==> config.mk <==
export PLATFORM = sky130hd
export DESIGN_NAME = npm_queue
export DESIGN_NICKNAME = d
export VERILOG_FILES = /design/src/design/npm_pkg.sv /design/src/design/npm_queue.sv
export SDC_FILE = /design/constraint.sdc
export NUM_CORES = 1
export LEC_CHECK = 0
export ABC_CLOCK_PERIOD_IN_PS = 2870
export BUFFER_PORTS_ARGS = -buffer_cell sky130_fd_sc_hd__buf_2
export CAP_MARGIN = 20
export CORE_ASPECT_RATIO = 0.7
export CORE_UTILIZATION = 50
export CTS_CLUSTER_DIAMETER = 120
export DETAILED_ROUTE_END_ITERATION = 8
export PLACE_DENSITY = 0.85
export SLEW_MARGIN = 40
export SYNTH_ARGS = -nofsm -noshare
export SYNTH_HDL_FRONTEND = slang
export SYNTH_SLANG_ARGS = --single-unit
==> constraint.sdc <==
create_clock -name clk -period 2.87 [get_ports clk]
set_clock_uncertainty 0.15 [all_clocks]
set_input_delay 0.861 -clock clk [delete_from_list [all_inputs] [get_ports clk]]
set_output_delay 0.861 -clock clk [all_outputs]
set_load 0.005 [all_outputs]
==> src/design/npm_pkg.sv <==
// Shared types and constants of the noisy pixel masker.
package npm_pkg;

    localparam int ACT_W      = 2;
    localparam int COORD_W    = 12;
    localparam int CFG_DIM_W  = 9;
    localparam int DIM_W      = 12;
    localparam int THR_W      = 16;
    localparam int TOTAL_W    = 32;
    localparam int MASKED_W   = 17;
    localparam int CFG_IDX_W  = 2;
    localparam int CFG_DATA_W = 16;
    localparam int QUEUE_DEPTH = 2;

    localparam logic [ACT_W-1:0] ACT_COUNT  = 2'd0;
    localparam logic [ACT_W-1:0] ACT_BUILD  = 2'd1;
    localparam logic [ACT_W-1:0] ACT_FILTER = 2'd2;

    localparam logic [CFG_IDX_W-1:0] REG_GRID_COLS = 2'd0;
    localparam logic [CFG_IDX_W-1:0] REG_GRID_ROWS = 2'd1;
    localparam logic [CFG_IDX_W-1:0] REG_THRESHOLD = 2'd2;

    localparam logic [CFG_DIM_W-1:0] GRID_COLS_RESET = 9'd256;
    localparam logic [CFG_DIM_W-1:0] GRID_ROWS_RESET = 9'd256;
    localparam logic [THR_W-1:0]     THRESHOLD_RESET = 16'd2560;

    typedef struct packed {
        logic [ACT_W-1:0]   action;
        logic [COORD_W-1:0] hit_column;
        logic [COORD_W-1:0] hit_row;
    } npm_in_t;

    typedef struct packed {
        logic                kept;
        logic                out_of_range;
        logic [MASKED_W-1:0] masked_total;
    } npm_out_t;

    typedef struct packed {
        logic [ACT_W-1:0]   action;
        logic               oor;
        logic [COORD_W-1:0] hit_column;
        logic [COORD_W-1:0] hit_row;
    } npm_cmd_t;

    typedef struct packed {
        logic [DIM_W-1:0] cols;
        logic [DIM_W-1:0] rows;
        logic [THR_W-1:0] threshold_q;
    } npm_cfg_t;

endpackage

==> src/design/npm_queue.sv <==
// Short command queue between the front end and the back end.
module npm_queue #(
    parameter int DEPTH = 2
) (
    input  logic              clk,
    input  logic              rst_n,
    input  logic              in_valid,
    output logic              in_ready,
    input  npm_pkg::npm_cmd_t in_cmd,
    output logic              out_valid,
    input  logic              out_ready,
    output npm_pkg::npm_cmd_t out_cmd
);
    import npm_pkg::*;

    localparam int PTR_W = (DEPTH > 1) ? $clog2(DEPTH) : 1;
    localparam int CNT_W = $clog2(DEPTH + 1);

    npm_cmd_t         entry_reg [DEPTH];
    logic [PTR_W-1:0] wr_ptr_reg, wr_ptr_next;
    logic [PTR_W-1:0] rd_ptr_reg, rd_ptr_next;
    logic [CNT_W-1:0] count_reg, count_next;
    logic             push;
    logic             pop;

    assign in_ready  = (count_reg != CNT_W'(DEPTH));
    assign out_valid = (count_reg != '0);
    assign out_cmd   = entry_reg[rd_ptr_reg];
    assign push      = in_valid && in_ready;
    assign pop       = out_valid && out_ready;

    always_comb
    begin
        wr_ptr_next = wr_ptr_reg;
        rd_ptr_next = rd_ptr_reg;
        count_next  = count_reg;
        if (push)
            wr_ptr_next = (wr_ptr_reg == PTR_W'(DEPTH - 1)) ? '0 : wr_ptr_reg + 1'b1;
        if (pop)
            rd_ptr_next = (rd_ptr_reg == PTR_W'(DEPTH - 1)) ? '0 : rd_ptr_reg + 1'b1;
        if (push && !pop)
            count_next = count_reg + 1'b1;
        else if (pop && !push)
            count_next = count_reg - 1'b1;
    end

    always_ff @(posedge clk or negedge rst_n)
    begin
        if (!rst_n)
        begin
            wr_ptr_reg <= '0;
            rd_ptr_reg <= '0;
            count_reg  <= '0;
        end
        else
        begin
            wr_ptr_reg <= wr_ptr_next;
            rd_ptr_reg <= rd_ptr_next;
            count_reg  <= count_next;
        end
    end

    always_ff @(posedge clk)
    begin
        if (push)
            entry_reg[wr_ptr_reg] <= in_cmd;
    end

endmodule

# ---- After elaboration in Yosys (flattened, before gate mapping)
# Memory sizes are Yosys's and may differ from the RTL's.
# Index checks and enable logic that the tools add are counted.
dict set report word_totals {
  n_memories 1
  wordCells 23
  inputBits 31
  ram_bits 54
  out_inout_bits 29
  reg_bits 4
}
# name words word_bits rd rd_ports_with_merged_regs wr line_no
set memory_table {}
lappend memory_table {entry_reg 2 27 1 0 1 npm_queue.sv:19} ;# npm_cmd_t entry_reg [DEPTH];
dict set report op_classes {
  add_sub_neg 4
  n_reduce_logical 8
  eq_ne 1
  muxes 6
}
# cell n
set ops {}
lappend ops {{logical AND 1 bit} 4}
lappend ops {{two-way mux 1 bit} 4}
lappend ops {{two-way mux 2 bit} 2}
lappend ops {{nonzero test 2 bit} 2}
lappend ops {{adder 1 bit, second input constant} 2}
lappend ops {{adder 2 x 1 -> 2 bit, second input constant} 1}
lappend ops {{zero test 1 bit} 2}
lappend ops {{!= test 2 bit, second input constant} 1}
lappend ops {{subtractor 2 x 1 -> 2 bit, second input constant} 1}

# ---- Logic depth before layout (Yosys ltp)
dict set report depth {
  ltp_word 6
  mapped_depth 7
  mapped_depth_nobuf 7
}

# ---- Worst setup path before layout
# No wires, ideal clock.
dict set report synth_timing {
  path_type {input-to-reg}
  from {in in_valid}
  to {mem entry_reg[0][0] (netlist bit), enable pin}
  required_time_ps 2309
  path_buffers 0
  setup_slack_ps 211
  setup_ps 411
  cell_stages 2
  arrival_ps 2098
  cell_sequence {nand2_1 -> nor2_1}
}
dict set report synth_between {
  elab_chain_len 3
}
# item line_no
set synth_rtl {}
lappend synth_rtl {{start, declared} npm_queue.sv:7} ;# input logic in_valid,
lappend synth_rtl {{logical AND 1 bit} npm_queue.sv:29} ;# assign push = in_valid && in_ready;
lappend synth_rtl {{two-way mux 1 bit} npm_queue.sv:65} ;# if (push)
lappend synth_rtl {{two-way mux 1 bit (not written as such)} npm_queue.sv:66} ;# entry_reg[wr_ptr_reg] <= in_cmd;
lappend synth_rtl {{end, declared} npm_queue.sv:19}
# No other way between the ends.

==> metrics <==
status=finished, final reports clean; Clock Sinks=58; drt pass-1 iters=5; reg2reg start=count_reg[0]$_DFFE_PN0P_; Min-Delay Path Class=input pin to async pin; die width=82.0 um; GRT Util Overall=16.8%; Yosys top cell by area=edfxtp_1; Fin. Hold Viols=0; vias per cell=4.85; die height=58.0 um; slowest CP cell=mux2_2; TNS Setup=0 ns; Placed Instances=215; max-slew violations=0; top post-synthesis cells by area=edfxtp_1 (72%), mux2_4 (13%), dfrtp_1 (4.5%); Syn Nets=134; largest net degree at the start of global routing=28; hold_buf cts=0; final core occ=66.7%; area grow syn2layout=22.4%; wire per inst=14.8 um; initial antenna violation count=0; Lkg Pwr=1.12 nW; HPWL Detailed=2450 um; Worst EP required=1.86 ns; VDD IR max=619 uV; Max-Cap Viols=0; CP Class=register to primary output; global-route wire length before repair=5150 um; Antenna Cells=0; PD cells=970 nW/um2; root buffer cell=clkbuf_8; row cnt=19; gpl congestion=0.672; Critical path origin=rd_ptr_reg$_DFFE_PN0P_; ANT nets after route=0; post-route minimum period=2.44 ns; CP Launch Type=register; Worst-path clk slew=0.05 ns; total power=2.66 mW; Final Non-Filler Cells=231; syn avg cell area=22.0 um2; crit path max fanout=16; Initial Utilization=54.5%; crit path to=out_cmd[7]; number of global-route vias before repair=1122; Slew HR=76.2%; total grt overflow=0; Detailed Route WL=3410 um; I/O Buffers=59; synthesis-stage register bit count=58; CP Cell Sequence=buf_4, mux2_2, buf_2; Reg2Reg Depth=7; unrepaired setup endpoints after global routing=false; Design Area, Final=2750 um2; Netlist Area Pre-Place=2240 um2; I/O Pins=60; Post-CTS Setup Bufs=0; Yosys cell types=15; # DRC=0; Iter 0 DRT Violations=32; Final #Nets=206; Max clock buf depth=2; worst slew pin tran=0.357 ns; CTS tree=done; Filler Cells Inserted=287; Setup crit end kind=primary output; R2R Setup Slk=1.20 ns; H-tree depth=3; Worst path max stage delay=0.37 ns; via count=1120; Clock Latency Late Sink=0.32 ns; Highest Clock Rate=0.409 GHz; CTS buffer count=9; Final Cycle Share=85.1%; overall die area=4760 um2; layout cells sized above 1=58.1%; Reg-to-Reg End=count_reg[1]$_DFFE_PN0P_; Setup violations, final=0; Yosys top cell area share=72.3%; Mapped Cells=102; max FFs per register=54; Multi-input gate area=468 um2; Reg area=1720 um2; CTS resizes=0; CP arrival=1.43 ns; placed cell area=2590 um2; synth warn=0; CORE AREA=4110 um2; register area share after synthesis=76.8%
==> power breakdown <==
group          total, mW  internal, mW  leakage (nW)  switching (mW)
Sequential          1.23          1.16         0.548          0.0643
Combinational      0.855         0.472         0.493           0.383
Clock              0.580         0.305        0.0816           0.274
Total               2.66          1.94          1.12           0.722
==> logic make-up (layout without fill, tap and decap cells) <==
| kind of cell | Yosys count | in the layout | share of synthesized area (%) |
|---|---|---|---|
| XOR/XNOR | 5 | 5 | 1.95 |
| adder cells (fa/ha/maj) | 1 | 1 | 0.558 |
| buffers and inverters | 4 | 81 | 2.46 |
| flip-flops | 58 | 58 | 76.8 |
| multiplexers | 27 | 27 | 16.7 |
| AND/OR/NAND/NOR | 7 | 7 | 1.51 |
==> synth_stat cells, drive strengths merged <==
cell type  count
xnor2          3
edfxtp        54
buf            3
dfrtp          4
or2            1
nor2           2
inv            1
xor2           2
nand2          2
mux2          27
ha             1
and3           1
nand2b         1
==> how the worst min path moves through the flow <==
stage | start | endpoint
after floorplan | count_reg[1]$_DFFE_PN0P_ | count_reg[1]$_DFFE_PN0P_
after global placement | count_reg[1]$_DFFE_PN0P_ | count_reg[1]$_DFFE_PN0P_
after detailed placement | count_reg[1]$_DFFE_PN0P_ | count_reg[1]$_DFFE_PN0P_
after CTS | rst_n | wr_ptr_reg$_DFFE_PN0P_
after global routing | rst_n | rd_ptr_reg$_DFFE_PN0P_
final | rst_n | count_reg[0]$_DFFE_PN0P_
==> area by class of cell <==
cell class,count,area share [%]
clock buffer,12,4.92
clock inverter,4,0.684
sequential,58,62.7
inverter,1,0.137
timing repair buffer,64,12.1
tap,52,2.37
multi-input combinational,40,17.0
==> stage by stage <==
stage | worst slack (ns) | hold slack [ns]
after CTS | 0.382 | 0.163
after global placement | 0.784 | 0.322
after detailed placement | 0.752 | 0.345
after floorplan | 0.211 | 0.306
final | 0.427 | 0.181
after global routing | 0.327 | 0.158
==> cell usage in the layout (no fill, tap or decap), types with 3 or more instances in the layout <==
| cell | n |
|---|---|
| edfxtp_1 | 54 |
| mux2_4 | 19 |
| xnor2_1 | 3 |
| dfrtp_1 | 4 |
| mux2_2 | 8 |
| buf_2 | 59 |
| clkinv_2 | 3 |
| clkbuf_1 | 3 |
| clkbuf_8 | 9 |
| buf_4 | 5 |
==> routing by layer <==
metal  GRT usage (%)  part of all wire [%]  vias to the layer above
met1            16.5                    39                      538
met2            26.6                    50                       40
li1                -                     -                      535
met3            11.8                   9.6                        7
met5               0                     0                        -
met4            8.27                   1.8                        0
==> critical path, delay by kind of cell, from the launching register on <==
kind                   cells  cell delay (ns)
buffers and inverters      2             0.40
flip-flops                 1             0.34
multiplexers               1             0.37
Power figures use the tool's default switching activity.
