**src/design/npm_pkg.sv**
```systemverilog
// Shared types and constants of the noisy pixel masker.
package npm_pkg;

    localparam int ACT_W      = 2;
    localparam int COORD_W    = 12;
    localparam int CFG_DIM_W  = 9;
    localparam int DIM_W      = 12;
    localparam int THR_W      = 16;
    localparam int TOTAL_W    = 32;
    localparam int MASKED_W   = 17;
    localparam int CFG_IDX_W  = 2;
    localparam int CFG_DATA_W = 16;
    localparam int QUEUE_DEPTH = 2;

    localparam logic [ACT_W-1:0] ACT_COUNT  = 2'd0;
    localparam logic [ACT_W-1:0] ACT_BUILD  = 2'd1;
    localparam logic [ACT_W-1:0] ACT_FILTER = 2'd2;

    localparam logic [CFG_IDX_W-1:0] REG_GRID_COLS = 2'd0;
    localparam logic [CFG_IDX_W-1:0] REG_GRID_ROWS = 2'd1;
    localparam logic [CFG_IDX_W-1:0] REG_THRESHOLD = 2'd2;

    localparam logic [CFG_DIM_W-1:0] GRID_COLS_RESET = 9'd256;
    localparam logic [CFG_DIM_W-1:0] GRID_ROWS_RESET = 9'd256;
    localparam logic [THR_W-1:0]     THRESHOLD_RESET = 16'd2560;

    typedef struct packed {
        logic [ACT_W-1:0]   action;
        logic [COORD_W-1:0] hit_column;
        logic [COORD_W-1:0] hit_row;
    } npm_in_t;

    typedef struct packed {
        logic                kept;
        logic                out_of_range;
        logic [MASKED_W-1:0] masked_total;
    } npm_out_t;

    typedef struct packed {
        logic [ACT_W-1:0]   action;
        logic               oor;
        logic [COORD_W-1:0] hit_column;
        logic [COORD_W-1:0] hit_row;
    } npm_cmd_t;

    typedef struct packed {
        logic [DIM_W-1:0] cols;
        logic [DIM_W-1:0] rows;
        logic [THR_W-1:0] threshold_q;
    } npm_cfg_t;

endpackage

```
**src/design/npm_front.sv**
```systemverilog
// Front end: configuration registers, grid clamping and hit classification.
module npm_front #(
    parameter int MAX_COLS = 256,
    parameter int MAX_ROWS = 256
) (
    input  logic                                 clk,
    input  logic                                 rst_n,
    input  logic                                 cfg_valid,
    output logic                                 cfg_ready,
    input  logic [npm_pkg::CFG_IDX_W-1:0]        cfg_index,
    input  logic [npm_pkg::CFG_DATA_W-1:0]       cfg_data,
    input  logic                                 item_valid,
    output logic                                 item_ready,
    input  npm_pkg::npm_in_t                     item,
    input  logic                                 clear_busy,
    output logic                                 cmd_valid,
    input  logic                                 cmd_ready,
    output npm_pkg::npm_cmd_t                    cmd,
    output npm_pkg::npm_cfg_t                    cfg_eff
);
    import npm_pkg::*;

    localparam logic [DIM_W-1:0] MAX_C = DIM_W'(MAX_COLS);
    localparam logic [DIM_W-1:0] MAX_R = DIM_W'(MAX_ROWS);

    logic [CFG_DIM_W-1:0] cols_reg, cols_next;
    logic [CFG_DIM_W-1:0] rows_reg, rows_next;
    logic [THR_W-1:0]     thr_reg, thr_next;
    logic [DIM_W-1:0]     cols_eff;
    logic [DIM_W-1:0]     rows_eff;

    // A zero dimension acts as one, and anything above the array size as that size.
    function automatic logic [DIM_W-1:0] clamp_dim(input logic [CFG_DIM_W-1:0] v,
                                                   input logic [DIM_W-1:0] maxv);
        logic [DIM_W-1:0] ext;
        ext = DIM_W'(v);
        if (ext == '0)
            return DIM_W'(1);
        return (ext > maxv) ? maxv : ext;
    endfunction

    assign cfg_ready = 1'b1;

    always_comb
    begin
        cols_next = cols_reg;
        rows_next = rows_reg;
        thr_next  = thr_reg;
        if (cfg_valid)
        begin
            unique case (cfg_index)
                REG_GRID_COLS: cols_next = cfg_data[CFG_DIM_W-1:0];
                REG_GRID_ROWS: rows_next = cfg_data[CFG_DIM_W-1:0];
                REG_THRESHOLD: thr_next  = cfg_data[THR_W-1:0];
                default: ;
            endcase
        end
    end

    always_ff @(posedge clk or negedge rst_n)
    begin
        if (!rst_n)
        begin
            cols_reg <= GRID_COLS_RESET;
            rows_reg <= GRID_ROWS_RESET;
            thr_reg  <= THRESHOLD_RESET;
        end
        else
        begin
            cols_reg <= cols_next;
            rows_reg <= rows_next;
            thr_reg  <= thr_next;
        end
    end

    assign cols_eff = clamp_dim(cols_reg, MAX_C);
    assign rows_eff = clamp_dim(rows_reg, MAX_R);

    assign cfg_eff.cols        = cols_eff;
    assign cfg_eff.rows        = rows_eff;
    assign cfg_eff.threshold_q = thr_reg;

    assign item_ready = !clear_busy && cmd_ready;
    assign cmd_valid  = item_valid && !clear_busy;

    assign cmd.action     = item.action;
    assign cmd.oor        = (item.hit_column >= cols_eff) || (item.hit_row >= rows_eff);
    assign cmd.hit_column = item.hit_column;
    assign cmd.hit_row    = item.hit_row;

endmodule

```
**config.mk**
```make
export PLATFORM = sky130hd
export DESIGN_NAME = npm_front
export DESIGN_NICKNAME = d
export VERILOG_FILES = /design/src/design/npm_pkg.sv /design/src/design/npm_front.sv
export SDC_FILE = /design/constraint.sdc
export NUM_CORES = 1
export LEC_CHECK = 0
export CAP_MARGIN = 20
export CORE_MARGIN = 4
export CORE_UTILIZATION = 40
export DETAILED_ROUTE_END_ITERATION = 8
export DONT_BUFFER_PORTS = 1
export PLACE_DENSITY = 0.55
export SYNTH_ARGS = -nofsm -noshare
export SYNTH_HDL_FRONTEND = slang
export SYNTH_SLANG_ARGS = --single-unit
```
**constraint.sdc**
```tcl
create_clock -name clk -period 2.7 [get_ports clk]
set_clock_uncertainty 0.2 [all_clocks]
set_input_delay 0.405 -clock clk [delete_from_list [all_inputs] [get_ports clk]]
set_output_delay 0.405 -clock clk [all_outputs]
set_load 0.02 [all_outputs]
```
=== After elaboration in Yosys (flattened, before gate mapping) ===
Cells that the tools add are included.

* Eq/ne operators: 2
* $lt $le $gt $ge: 4
* Multiplexer cells: 8
* Reductions and logical operators: 10

{| class="wikitable"
|+ Operators with widths
! operator !! count
|-
| $mux W12 || 4
|-
| $ge A12 B12 Y1 || 2
|-
| $gt A9 B9 Y1 const B || 2
|-
| $logic_not A9 Y1 || 2
|-
| $mux W9 || 2
|-
| $reduce_and A2 Y1 || 3
|-
| $eq A2 B1 Y1 const B || 1
|-
| $eq A2 B2 Y1 const B || 1
|-
| $logic_and A1 B1 Y1 || 2
|-
| $logic_not A2 Y1 || 1
|-
| $mux W1 || 2
|-
| $logic_not A1 Y1 || 1
|-
| $logic_or A1 B1 Y1 || 1
|}

* Bits of input ports: 50
* Register bits after elaboration: 34
* Logic and storage cells: 27
* Output and inout port bits: 70

=== Depth between registers and ports, before layout ===
Gate-level depths: netlist of run 1.

* Word-level depth: 5
* Depth in mapped cells: 8
* Gate-level depth less buffers: 8

=== Worst setup path before layout of run 1 ===
No wires, ideal clock.

* Path type: reg-to-output
* Start: reg rows_reg[4]
* End: out cmd[24] (netlist name)
* Slack: -0.024 ns
* Buffers on the path: 0
* Data required time: 2.095 ns
* Arrival: 2.119 ns
* Stages on the path, launching flop included: 9
* Cells stage by stage: dfrtp_1 -> nor4_1 -> a21oi_1 -> nor2_1 -> ha_1 -> nand2b_1 -> a2111oi_0 -> or4_1 -> nand3_1

{| class="wikitable"
|+ RTL lines
! item !! RTL line !! text
|-
| start: declaration || npm_front.sv:27 || <nowiki>logic [CFG_DIM_W-1:0] rows_reg, rows_next;</nowiki>
|-
| start signal: assignment || npm_front.sv:71 || <nowiki>rows_reg <= rows_next;</nowiki>
|-
| end: declaration || npm_front.sv:18 || <nowiki>output npm_pkg::npm_cmd_t cmd,</nowiki>
|}

==> results of run 1 <==
==> final timing paths <==
check / startpoint / endpoint / slack, ns / cells after the start
max in group asynchronous: rst_n / cols_reg[8] / 1.67 / 2
setup / recovery: cols_reg[7] / cmd[24] / -0.04 / 8
setup reg to reg: cols_reg[8] / cols_reg[8] / 1.57 / 2
hold / removal: cfg_data[8] / cols_reg[8] / 0.05 / 2
hold reg to reg: cols_reg[0] / cols_reg[0] / 0.34 / 1
min in group asynchronous: rst_n / thr_reg[0] / 0.38 / 2
==> routing by layer <==
layer / wire length [microns] / track usage [%] / part of all wire, %
met1: 1830 / 17.0 / 39
met2: 2240 / 24.8 / 47
met5: 0 / 0 / 0
met4: 66 / 4.56 / 1.4
met3: 587 / 6.05 / 12
==> report_power, final <==
| part | internal [mW] | switching [mW] | leakage (nW) | total [mW] |
|---|---|---|---|---|
| clock network | 0.183 | 0.162 | 0.0395 | 0.345 |
| logic | 0.197 | 0.259 | 0.596 | 0.456 |
| registers | 0.615 | 0.133 | 0.397 | 0.748 |
| total | 0.995 | 0.555 | 1.03 | 1.55 |
==> worst max-delay path, cell delays in order, from the launching register on <==
cell and delay [ns]:
sky130_fd_sc_hd__dfrtp_1 0.40, sky130_fd_sc_hd__nor4_2 0.27, sky130_fd_sc_hd__a21oi_1 0.11, sky130_fd_sc_hd__nor2_2 0.14
sky130_fd_sc_hd__ha_1 0.25, sky130_fd_sc_hd__nor3b_2 0.18, sky130_fd_sc_hd__nor2_1 0.08, sky130_fd_sc_hd__o31ai_2 0.31
sky130_fd_sc_hd__nand3_4 0.14
==> through the flow <==
stage,setup TNS [ns],util (%),area (sq um),hold slack (ns),cells
2_1_floorplan,0,-,2130,-0.0906,203
3_3_place_gp,0,38.7,1970,-0.0896,240
3_5_place_dp,0,38.7,1970,-0.0896,240
4_1_cts,-0.0453,42.5,2170,0.0529,254
5_1_grt,-0.216,42.9,2190,0.0552,255
6_report,-0.0432,42.9,2190,0.0519,255
==> cell usage after synthesis (2+ instances only) <==
library cell	instances
sky130_fd_sc_hd__clkbuf_1	2
sky130_fd_sc_hd__nor3_1	4
sky130_fd_sc_hd__nor2_1	6
sky130_fd_sc_hd__conb_1	2
sky130_fd_sc_hd__a21oi_1	4
sky130_fd_sc_hd__nor4_1	4
sky130_fd_sc_hd__o21ai_0	2
sky130_fd_sc_hd__dfstp_2	4
sky130_fd_sc_hd__ha_1	18
sky130_fd_sc_hd__mux2_2	33
sky130_fd_sc_hd__clkinv_1	2
sky130_fd_sc_hd__nand3_1	6
sky130_fd_sc_hd__buf_4	34
sky130_fd_sc_hd__inv_1	16
sky130_fd_sc_hd__dfrtp_1	30
sky130_fd_sc_hd__nor2b_1	2
sky130_fd_sc_hd__nand2_1	17
==> kinds of logic after synthesis <==
| logic type | Yosys count | share of synthesized area (%) |
|---|---|---|
| adder cells (fa/ha/maj) | 18 | 10.7 |
| multiplexers | 33 | 17.6 |
| AND/OR/NAND/NOR | 45 | 11.3 |
| other | 2 | 0.356 |
| buffers and inverters | 55 | 16.2 |
| flip-flops | 34 | 40.6 |
| AO/OA/AOI/OAI | 11 | 3.26 |
==> repair_timing <==
action                                  in CTS  in global routing
endpoints found under the setup margin       1                  1
hold buffers                                 2                  0
gates cloned                                 0                  0
pin swaps                                    6                  2
setup buffers                                4                  1
resized for setup                           11                  3
hold endpoints to repair                    34                  0
==> area by class of cell <==
class                      instances  area [sq um]
timing repair buffer              11          97.6
tap                               70          87.6
clock buffer                       8          80.1
multi-input combinational        114          1000
fill                             498          2920
sequential                        34           856
inverter                          18          70.1
==> results.md, run 1 <==
- In this run, synthesis inferred 0 flip-flops with an integrated enable.
- The number of nets with antenna violations after detailed routing is 0.
- The register with the most flip-flops in the layout has 16 of them.
- The total wirelength of the detailed-routed design is 4.72 mm.
- The critical path is of the reg -> out type.
- The endpoint required time on the critical path is 2.10 ns.
- The minimum setup slack in the final design is -0.0432 ns.
- The unique cell type count in the Yosys netlist is 29.
- Derived from the worst setup path, the maximum achievable clock frequency is 0.365 GHz.
- The wire-length estimate of the detail-placed layout is 3.76 mm.
- The Yosys step of the flow raised 0 warnings.
- The H-tree depth reported by CTS is 2.
- The total power density per cell area is 707 nW/um^2.
- The leakage power of the design is 1.03 nW.
- The synthesized design spends more area on one cell type than any other, namely sky130_fd_sc_hd__dfrtp_1.
- The detailed router finished its first iteration with 32 violations.
- The global router's overall resource usage is 14.7%.
- After layout, the design draws a total of 1.55 mW.
- The clock-pin slew on the worst setup and hold paths is 0.06 ns.
- The share of the cycle needed by the critical path after routing is 102%.
- The number of global-route vias before repair was 1442.
- The cell count after synthesis is 198.
- For this run, asynchronously set or reset flops after synthesis account for 100%.
- The first global-routing pass estimated 7.24 mm of wire.
- During placement, the flow inserted port buffers numbering 0.
- Leaving out fill and tap cells, the most frequent cell in the layout is sky130_fd_sc_hd__mux2_2.
- The buffer cell driving the clock tree root is sky130_fd_sc_hd__clkbuf_8.
- The number of clock buffers inserted by TritonCTS is 5.
- The final weighted congestion of routability-driven global placement is 0.751.
- In the routed design, unresolved DRC markers number 0.
- The CTS tree is yes.
- The count of endpoints failing setup in the final report is 1.
- The initial standard-cell utilization of the core is 41.3%.
- Cells with a size suffix above 1 make up 36.2% of the layout.
- By area the synthesized netlist is led by sky130_fd_sc_hd__dfrtp_1, sky130_fd_sc_hd__mux2_2, sky130_fd_sc_hd__buf_4.
- The layout overhead on the synthesized area is 3.91%.
- The path category of the worst min-delay check is in -> reg.
- The worst setup path is captured at an output port.
- The detailed-route wire length per cell is 18.5 microns.
- The number of iterations in the first detailed-routing pass is 4.
- Max-cap violations in this run came to 0.
- The final number of hold-violating endpoints was 0.
- The synthesized design devotes to its leading area cell type 35.6% of total area.
- STA classifies the critical path startpoint as a register.
- At the pin with the least slew margin, the transition time is 0.695 ns.
- Setup repair after global routing could not meet its margin everywhere.
- Prior to clock tree synthesis, the placed netlist has a worst setup slack of 0.0752 ns.
- The share of the Yosys chip area taken by registers is 40.6%.
- Among all flip-flop cells after synthesis, the most frequent one is sky130_fd_sc_hd__dfrtp_1.
- The die span in x is 80.6 microns.
- The worst-case headroom to the max-slew limit is 53.5%.
- The run finished, with violations left.
- In this run the worst path has a maximum fanout of 3.
- The via count normalized by instance count is 5.11.
- The checks that failed: setup timing.
- The final count of pins violating max slew was 0.
- The number of vias in the routed layout is 1303.
- The synthesized design contains 34 register bits.
- The final net count is 252.
- The floorplan die height is 80.6 microns.
- The shortest period the worst path allows is 2.74 ns.
- The largest net degree at the start of global routing is 35.
- Leaving out fill and tap cells, the most frequent cells in the layout are sky130_fd_sc_hd__mux2_2, sky130_fd_sc_hd__dfrtp_1, sky130_fd_sc_hd__ha_1.
- For this design, the sink count on the clock tree is 34.
- The number of placement rows is 26.
- The worst-skew pair later-pin latency is 0.27 ns.
- The data arrival at the endpoint of the critical path is 2.14 ns.
- IR analysis of the VDD net gives a maximum drop of 364 uV.
- In this run the count of I/O pins placed on the die edge is 120.
- No sink is reached through more buffers than the 2 on the longest clock path.
- The area of the core is 5110 sq um.
- The number of antenna violations at the first check in global routing is 0.
- Summed over all layers, the global routing overflow is 0.
- The number of antenna diodes in the final layout is 0.
- The netlist area before placement is 2110 sq um.
- Averaged over all synthesized cells, the footprint is 10.7 sq um.
- The total die area is 6500 sq um.
Note: power is estimated with default switching activity, not from simulation.
==> inputs of run 2 (changes only) <==
==> constraint.sdc (replaced) <==
create_clock -name clk -period 2.9 [get_ports clk]
set_clock_uncertainty 0.2 [all_clocks]
set_input_delay 0.435 -clock clk [delete_from_list [all_inputs] [get_ports clk]]
set_output_delay 0.435 -clock clk [all_outputs]
set_load 0.02 [all_outputs]
==> results.md, run 2 (synthesis results as in run 1) <==
- The area of the core came to 5110 sq um (unchanged).
- The final number of hold-violating endpoints is 0 (unchanged).
- The number of cells traversed by the worst register-to-register path was 2 (unchanged).
- The layout overhead on the synthesized area is 2.55%.
- The signal on the critical path passes through nor4_2 -> a21oi_1 -> nor2_1 -> ha_1 -> nand2b_4 -> a2111oi_4 -> or4_4 -> nand3_4.
- The worst-path cell with the longest stage delay is sky130_fd_sc_hd__dfrtp_1.
- The number of vias in the routed layout came to 1329 (+2.0%).
- The share of power burned in combinational logic is 27.2% (-2.3 points).
- The worst-case headroom to the max-slew limit is 50.1% (-3.4 points).
- The switching part of the total power is 35.6% (-0.21 points).
- The source of the worst hold timing path is cfg_data[8].
- TritonCTS built the clock tree.
- The count of endpoints failing setup in the final report was 0 (-1).
- The largest net degree at the start of global routing is 35 (unchanged).
- The switching power summed over all nets was 0.515 mW (-7.1%).
- The number of port buffers is 0 (unchanged).
- The met3 usage is 7.85% (+1.8 points).
- The detailed-route wire length per cell was 18.3 microns (-1.2%).
- The via count normalized by instance count is 5.29 (+3.6%).
- The path category of the worst min-delay check is in -> reg.
- The internal power is 0.933 mW (-6.2%).
- The count of filler cells inserted in the layout came to 499 (+0.20%).
- The upper clock frequency limit is 0.352 GHz.
- The final net count came to 248 (-1.6%).
- The number of antenna violations at the first check in global routing is 0 (unchanged).
- The longest individual stage delay on the worst path is 0.40 ns (about the same).
- The floorplan die height is 80.6 microns (unchanged).
- The number of DRC violations after detailed routing is 0 (unchanged).
- CTS placed an instance of sky130_fd_sc_hd__clkbuf_8 at the clock tree root.
- The global router's overall resource usage came to 15.1% (+0.39 points).
- The total wirelength of the detailed-routed design came to 4.59 mm (-2.8%).
- The count of routing violations after the opening detailed-route iteration is 59 (+84%).
- The flow ran to the end, and the final reports show no timing, DRC or antenna violations.
- The half-perimeter wire length of the detailed placement result came to 3.77 mm (+0.26%).
- The maximum net fanout on the critical path was 3 (unchanged).
- The worst-case clock buffer depth was 2 (unchanged).
- In the layout the commonest cells are sky130_fd_sc_hd__mux2_2, sky130_fd_sc_hd__dfrtp_1, sky130_fd_sc_hd__ha_1.
- The beginning of the worst register-to-register path is cols_reg[8].
- The number of nets with antenna violations after detailed routing came to 0 (unchanged).
- The data arrival at the endpoint of the critical path is 2.20 ns (+0.06 ns).
- The die span in x is 80.6 microns (unchanged).
- The flip-flop count of the largest register, all copies and words added is 16 (unchanged).
- The minimum setup slack in the final design is 0.0622 ns (+0.105 ns).
- The transition time at the pin with the least slew margin is 0.745 ns (+0.0502 ns).
- The residual overflow from global routing is 0 (unchanged).
- Subtracting the final worst setup slack from the clock period gives 2.84 ns.
- The final count of pins violating max slew was 0 (unchanged).
- The routing usage on met1 is 15.8% (-1.2 points).
- STA classifies the critical path startpoint as a register.
- The largest vdd supply drop is 383 uV (+5.1%).
- The worst hold margin is 0.0820 ns (+0.0301 ns).
- The worst-skew pair later-pin latency was 0.28 ns (about the same).
- In this run the most used layer during global routing was met2.
- The instance count after placement with tap cells included is 238 (-0.83%).
- The library cell used most frequently in the layout, excluding fill and tap cells, is sky130_fd_sc_hd__mux2_2.
- The placement-stage worst setup slack is 0.0296 ns (-0.0456 ns).
- The met2 track utilization from global routing was 26.5% (+1.7 points).
- The number of clock buffers inserted by TritonCTS came to 5 (unchanged).
- The number of iterations in the first detailed-routing pass was 4 (unchanged).
- The clock sink count is 34 (unchanged).
- The final total power is 1.45 mW (-6.5%).
- The number of top-level pins is 120 (unchanged).
- The total die area is 6500 sq um (unchanged).
- The number of placement rows is 26 (unchanged).
- The H-tree depth reported by CTS is 2 (unchanged).
- The start point of the critical path is rows_reg[4].
- Setup repair after global routing could not meet its margin everywhere.
- The proportion of power drawn by the clock network was 24.1% (+1.8 points).
- The count of inserted antenna diode cells is 0 (unchanged).
- The final instance area came to 2160 sq um (-1.3%).
- The initial standard-cell utilization of the core is 41.3% (unchanged).
- The max-cap violation count is 0 (unchanged).
- The number of standard cells in the layout, taps in and fillers out is 251 (-1.6%).
- The sequential fraction of design power is 48.7% (+0.4 points).
- The cell area after placement came to 1960 sq um (-0.89%).
- The final weighted congestion of routability-driven global placement is 0.697 (-7.2%).
- The critical path in this run is classified as reg -> out.
- The wire length of the first global-routing pass was 7.36 mm (+1.6%).
- The number of global-route vias before repair is 1509 (+4.6%).
- Of the available clock period, the critical path in the final layout requires 97.9%.
- STA classifies the critical path endpoint as an output port.
- The total power density per cell area came to 670 nW/um^2 (-5.3%).
- The leakage power of the design is 1.02 nW (-1.1%).
- The endpoint required time on the critical path is 2.27 ns (+0.17 ns).
- The worst hold path depth is 2 (unchanged).
- The clock-pin slew on the worst setup and hold paths is 0.06 ns (about the same).
- The fraction of final layout cells sized beyond drive strength 1 is 34.3% (-2.0 points).
[run 2: cell types whose count changed in the layout (fill, tap and decap cells not counted), sizes merged]
| cell | before | now |
|---|---|---|
| clkbuf | 8 | 7 |
| inv | 16 | 17 |
| buf | 10 | 6 |
[run 2: layout make-up]
class                      count  area [sq um]  share of cell area (%)
inverter                      18          71.3                    3.30
clock buffer                   7          86.3                    3.99
sequential                    34           856                    39.6
timing repair buffer           7          67.6                    3.12
tap                           70          87.6                    4.05
clock inverter                 1          5.00                   0.231
multi-input combinational    114           990                    45.7
[run 2: path summary, 6_finish.rpt]
check                         endpoint  slack [ns]
max                            cmd[24]        0.06
min                        cols_reg[8]        0.08
max reg2reg                cols_reg[8]        1.64
min reg2reg                cols_reg[0]        0.34
max in group asynchronous  rows_reg[8]        1.85
min in group asynchronous  cols_reg[0]        0.41
[run 2: repair_timing]
| item | 4_1_cts | 5_1_grt |
|---|---|---|
| pin swaps | 5 | 3 |
| hold endpoints to repair | 34 | 0 |
| setup endpoints to repair | 1 | 1 |
| hold buffers | 2 | 0 |
| resized for setup | 8 | 5 |
| buffers inserted | 2 | 1 |
[run 2: worst max-delay path, delay by kind of cell (launching register included)]
kind / cells / cell delay [ns]
simple gates: 5 / 0.87
compound gates: 2 / 0.41
fa+ha+maj: 1 / 0.25
flops: 1 / 0.40
[run 2: stage by stage]
step                       TNS, ns  utilization (%)
after floorplan                  0                -
after global placement           0             38.3
after detailed placement         0             38.3
after CTS                 -0.00193             41.8
after global routing       -0.0584             42.4
final                            0             42.4
[run 2: routing by layer]
| metal | vias to the layer above | routed length, microns |
|---|---|---|
| li1 | 589 | - |
| met1 | 630 | 1670 |
| met2 | 101 | 2210 |
| met3 | 9 | 657 |
| met4 | 0 | 58 |
| met5 | - | 0 |
[run 2: power by group through the flow]
stage / logic (mW) / registers [mW] / clock network [mW]
3_5_place_dp: 0.353 / 0.711 / 0
6_report: 0.394 / 0.706 / 0.349
2_1_floorplan: 0.361 / 0.679 / 0
4_1_cts: 0.393 / 0.706 / 0.360
3_3_place_gp: 0.338 / 0.708 / 0
5_1_grt: 0.449 / 0.721 / 0.383
